===== config.mk =====
export PLATFORM = sky130hd
export DESIGN_NAME = npc_cell
export DESIGN_NICKNAME = d
export VERILOG_FILES = /design/src/rtl/core/npc_pkg.sv /design/src/rtl/core/npc_cell.sv
export SDC_FILE = /design/constraint.sdc
export NUM_CORES = 1
export LEC_CHECK = 0
export BUFFER_PORTS_ARGS = -buffer_cell sky130_fd_sc_hd__buf_2
export CAP_MARGIN = 20
export CORE_ASPECT_RATIO = 1.25
export CORE_MARGIN = 4
export CORE_UTILIZATION = 45
export CTS_CLUSTER_DIAMETER = 100
export DETAILED_ROUTE_END_ITERATION = 6
export GPL_TIMING_DRIVEN = 1
export PLACE_DENSITY_LB_ADDON = 0.15
export SYNTH_ARGS = -nofsm -noshare
export SYNTH_HDL_FRONTEND = slang
export SYNTH_SLANG_ARGS = --single-unit
export TNS_END_PERCENT = 1

===== constraint.sdc =====
create_clock -name clk -period 16.45 [get_ports clk]
set_input_delay 1.645 -clock clk [delete_from_list [all_inputs] [get_ports clk]]
set_output_delay 1.645 -clock clk [all_outputs]
set_load 0.02 [all_outputs]

===== src/rtl/core/npc_pkg.sv =====
// package: types, palette and helpers for the nearest palette color block
package npc_pkg;

	localparam int unsigned PAL_ENTRIES = 12;
	localparam int unsigned IDX_W       = 4;
	localparam int unsigned SQ_W        = 18;
	localparam int unsigned DIST_W      = 9;

	typedef struct packed {
		logic [7:0] red;
		logic [7:0] green;
		logic [7:0] blue;
	} pix_t;

	typedef struct packed {
		logic [IDX_W-1:0]  color_index;
		logic [7:0]        out_red;
		logic [7:0]        out_green;
		logic [7:0]        out_blue;
		logic [DIST_W-1:0] distance;
	} res_t;

	// best match carried along the chain
	typedef struct packed {
		logic [IDX_W-1:0]  idx;
		logic [DIST_W-1:0] root;
	} best_t;

	function automatic logic [23:0] pal_rgb(input logic [IDX_W-1:0] i);
		logic [23:0] c;
		case (i)
			4'd0:    c = 24'h21252b;
			4'd1:    c = 24'hd6d9df;
			4'd2:    c = 24'hd55a4d;
			4'd3:    c = 24'h8e5236;
			4'd4:    c = 24'hc7804f;
			4'd5:    c = 24'hdfbe6c;
			4'd6:    c = 24'h8ec379;
			4'd7:    c = 24'h26a69a;
			4'd8:    c = 24'h61adcb;
			4'd9:    c = 24'h2a5cb9;
			4'd10:   c = 24'h9373dd;
			4'd11:   c = 24'hc678dd;
			default: c = 24'h000000;
		endcase
		return c;
	endfunction

	function automatic logic [15:0] chan_sq(input logic [7:0] a, input logic [7:0] b);
		logic [7:0] d;
		d = (a >= b) ? (a - b) : (b - a);
		return d * d;
	endfunction

endpackage


===== src/rtl/core/npc_cell.sv =====
// one palette cell: squared distance, then a pipelined floor square root
module npc_cell #(
	parameter logic [3:0] ENTRY = 4'd0
) (
	input  logic                    clk,
	input  logic                    en,
	input  npc_pkg::pix_t           pix_in,
	input  logic                    first_in,
	input  npc_pkg::best_t          best_in,
	output npc_pkg::pix_t           pix_out,
	output npc_pkg::best_t          best_out
);
	localparam logic [23:0] COL = npc_pkg::pal_rgb(ENTRY);

	// stage 1: sum of squares
	logic [npc_pkg::SQ_W-1:0] sum_s1;
	npc_pkg::pix_t            pix_s1;
	npc_pkg::best_t           best_s1;
	logic                     first_s1;
	// stage 2/3: square root, 5 then 4 steps (bits 8..4 then 3..0)
	logic [npc_pkg::SQ_W-1:0] rem_s2;
	logic [npc_pkg::DIST_W-1:0] root_s2;
	npc_pkg::pix_t            pix_s2;
	npc_pkg::best_t           best_s2;
	logic                     first_s2;

	logic [npc_pkg::SQ_W-1:0]   rem_a, rem_b;
	logic [npc_pkg::DIST_W-1:0] root_a, root_b;
	logic [npc_pkg::SQ_W+1:0]   trial;

	// restoring sqrt, one result bit per step
	always_comb begin
		rem_a  = sum_s1;
		root_a = '0;
		for (int k = 8; k >= 4; k--) begin
			trial = {2'b0, 18'(root_a) << (k + 1)} + (20'd1 << (2 * k));
			if (trial <= {2'b0, rem_a}) begin
				rem_a  = rem_a - trial[npc_pkg::SQ_W-1:0];
				root_a = root_a | (9'd1 << k);
			end
		end
		rem_b  = rem_s2;
		root_b = root_s2;
		for (int k = 3; k >= 0; k--) begin
			trial = {2'b0, 18'(root_b) << (k + 1)} + (20'd1 << (2 * k));
			if (trial <= {2'b0, rem_b}) begin
				rem_b  = rem_b - trial[npc_pkg::SQ_W-1:0];
				root_b = root_b | (9'd1 << k);
			end
		end
	end

	always_ff @(posedge clk) begin
		if (en) begin
			sum_s1  <= 18'(npc_pkg::chan_sq(pix_in.red, COL[23:16]))
				+ 18'(npc_pkg::chan_sq(pix_in.green, COL[15:8]))
				+ 18'(npc_pkg::chan_sq(pix_in.blue, COL[7:0]));
			pix_s1  <= pix_in;
			best_s1 <= best_in;
			first_s1 <= first_in;
			rem_s2  <= rem_a;
			root_s2 <= root_a;
			pix_s2  <= pix_s1;
			best_s2 <= best_s1;
			first_s2 <= first_s1;
			pix_out <= pix_s2;
			if (first_s2 || root_b < best_s2.root) begin
				best_out.idx  <= ENTRY;
				best_out.root <= root_b;
			end else begin
				best_out <= best_s2;
			end
		end
	end
endmodule

==> results_dict.tcl <==
set metrics [dict create \
    syn_area_per_cell_um2 10.15 \
    post_cts.repair.setup_buffers 0 \
    holdPathStages 0 \
    post-route-drc-count 0 \
    crit_top_cell "sky130_fd_sc_hd__fa_1" \
    report.final.hold_viol_count 0 \
    final_net_count 1831 \
    synth.area.top_cells "sky130_fd_sc_hd__edfxtp_1 (32%), sky130_fd_sc_hd__fa_1 (18%), sky130_fd_sc_hd__ha_1 (13%)" \
    status "complete, no violations" \
    worstPathArrival_ns 10.68 \
    setup_slack_ns 6.067 \
    worst_pin_slew_ns 0.9537 \
    numPlacedInstances 1905 \
    number_of_antenna_violations_at_the_first_check_in_global_routing 1 \
    postCtsHoldBufs 0 \
    ys_dominant_reg_cell "sky130_fd_sc_hd__edfxtp_1" \
    crit_slowest_cell "sky130_fd_sc_hd__or4b_2" \
    cts_tree "done" \
    clk_pin_slew_worst_paths_ns 0.07 \
    min_period_over_period_pct 63.12 \
    die_area_um2 35290 \
    maximum_number_of_pins_on_one_net_before_global_route_repair 80 \
    netlist.area_leader.share_pct 31.79 \
    synth.ff_latch_count 154 \
    row_count 73 \
    die_w_um 168.8 \
    cts_htree_levels 4 \
    grt_pass1_wl_um 53530 \
    clock_tree.buffer_depth 2 \
    pre_cts_ws_ns 5.702 \
    grt_overflow_total 0 \
    fin_tns_setup_ns 0 \
    max_stage_delay_ns 0.62 \
    cts_repair_resize_count 0 \
    reg2reg_to "best_out[6]" \
    ff2ff_setup_slack_ns 6.29 \
    count_of_synthesis_stage_warnings_from_yosys 0 \
    route.detailed.vias_per_inst 5.283 \
    fin_cells 1937 \
    track_usage_pct 18.83 \
    clock_insertion_delay_worst_skew_ns 0.43 \
    detailedRoute.firstPassIterationCount 5 \
    final-setup-viol-count 0 \
    final.hold.worst_slack_ns 0.4147 \
    std_cell_core_area_um2 31880 \
    synth_fp_nets 1752 \
    min-delay-path-class "register to register" \
    ant_nets 0 \
    critPathMaxFanout 13 \
    initial_core_util_pct 45.64 \
    min_to "pix_out[18]" \
    hpwl_after_dpl_um 26330 \
    worst_setup_path_end_kind "register" \
    vias_in_the_first_global_route 10683 \
    routedWlPerCell_um 16.50 \
    worst_clock_skew_ns 0.01183 \
    area_growth_syn_to_layout_pct 9.692 \
    share_of_layout_cells_above_drive_strength_1_pct 10.16 \
    fin_crit_ns 10.38 \
    die_y_um 209.0 \
    unrepaired_setup_endpoints_after_global_routing "no" \
    place.port_buffers 76 \
    clkSinkCount 154 \
    totalWireLength_um 31950 \
    synth-seq-area-share_pct 31.79 \
    syn_inst 1433 \
    cts_root_buf "sky130_fd_sc_hd__clkbuf_16" \
    post-synth-top-area-cell "sky130_fd_sc_hd__edfxtp_1" \
    criticalPathCategory "primary input to register" \
    fillCellCount 2966 \
    critical_path_required_ns 16.74 \
    cts_inserted_buffers 17 \
    cp_num_buf_inv 4 \
    timing.critical_path.max_delay_family "adder cells" \
    drv.max_cap_violation_count 0 \
    syn-cell-area_um2 14550 \
    worst_setup_path_startpoint "pix_in[16]" \
    max_clock_freq_ghz 0.09631 \
    yosysUniqueCellTypes 90 \
    timing.reg2reg.worst_path_depth 39 \
    slew_headroom_pct 34.60 \
    io-pin-count 77 \
    reg2reg_from "root_s2[8]" \
    synth.top_cells.by_count "sky130_fd_sc_hd__inv_1 (247), sky130_fd_sc_hd__nor2_1 (155), sky130_fd_sc_hd__edfxtp_1 (154), sky130_fd_sc_hd__ha_1 (146), sky130_fd_sc_hd__fa_1 (133)" \
    crit_path_start_kind "primary input" \
    place_congestion 0.8683 \
    detailedRoute.firstIterationViolations 585 \
    timing.hold.worst.start "pix_s2[18]" \
    dr_total_vias 10233 \
    antenna-diode-count 0 \
    number_of_synthesized_flops_with_an_enable_pin 154 \
    postSynth.asyncResetShare_pct 0 \
    yosys.cell_count.top_type "sky130_fd_sc_hd__inv_1" \
    timing.final.max_slew_violations 0 \
]
[area by class of cell]
class / count / area (um^2) / area share, %
clock buffer: 18 / 429.2 / 2.689
clock inverter: 14 / 151.4 / 0.9486
inverter: 252 / 947.2 / 5.935
multi-input combinational: 1008 / 8882 / 55.66
sequential: 154 / 4624 / 28.98
tap: 412 / 515.5 / 3.230
timing repair buffer: 79 / 409.1 / 2.564
[worst max path at each step]
stage	to	cells after the start
6_report	sum_s1[17]	34
5_1_grt	sum_s1[17]	34
4_1_cts	sum_s1[17]	34
3_5_place_dp	sum_s1[17]	34
3_3_place_gp	sum_s1[17]	34
2_1_floorplan	sum_s1[17]	34
[metal layers]
metal	vias to the layer above	GRT usage, %	part of all wire (%)
li1	5032	-	-
met1	4989	21.64	39
met2	164	35.82	55
met3	48	1.949	2.6
met4	0	6.691	3.1
met5	-	0	0
[cell usage in the layout, fill, tap and decap left out, types with 17 or more instances in the layout]
| cell | instances |
|---|---|
| sky130_fd_sc_hd__inv_1 | 247 |
| sky130_fd_sc_hd__buf_2 | 75 |
| sky130_fd_sc_hd__a21o_1 | 21 |
| sky130_fd_sc_hd__a21oi_1 | 69 |
| sky130_fd_sc_hd__o21ai_0 | 47 |
| sky130_fd_sc_hd__nor3_1 | 27 |
| sky130_fd_sc_hd__clkbuf_16 | 17 |
| sky130_fd_sc_hd__mux2i_1 | 23 |
| sky130_fd_sc_hd__fa_1 | 133 |
| sky130_fd_sc_hd__nor2_1 | 155 |
| sky130_fd_sc_hd__ha_1 | 146 |
| sky130_fd_sc_hd__xnor2_1 | 46 |
| sky130_fd_sc_hd__edfxtp_1 | 154 |
| sky130_fd_sc_hd__nand2_1 | 87 |
[through the flow]
step	cell area (um^2)	util (%)
global placement	15380	48.24
CTS	15960	50.06
floorplan	14550	-
finish	15960	50.06
global route	15960	50.06
detailed placement	15380	48.24
[logic make-up (layout without fill, tap and decap cells)]
kind of cell / count (synthesis) / after routing / share of synthesized area, %
simple gates: 399 / 399 / 13.37
compound gates: 241 / 241 / 11.18
xor+xnor: 61 / 61 / 3.672
mux: 28 / 28 / 1.969
buf+inv: 271 / 363 / 7.164
flops: 154 / 154 / 31.79
fa+ha+maj: 279 / 279 / 30.86
[flip-flops by register name, indices dropped and copies added, names as in the netlist]
register,count
pix_out,24
pix_s1,24
pix_s2,24
rem_s2,18
sum_s1,18
best_out,13
best_s1,13
best_s2,13
root_s2,5
first_s1,1
first_s2,1
Power is not shown: default switching activity piles up to over one toggle a cycle in this logic, so the estimate is an artifact.
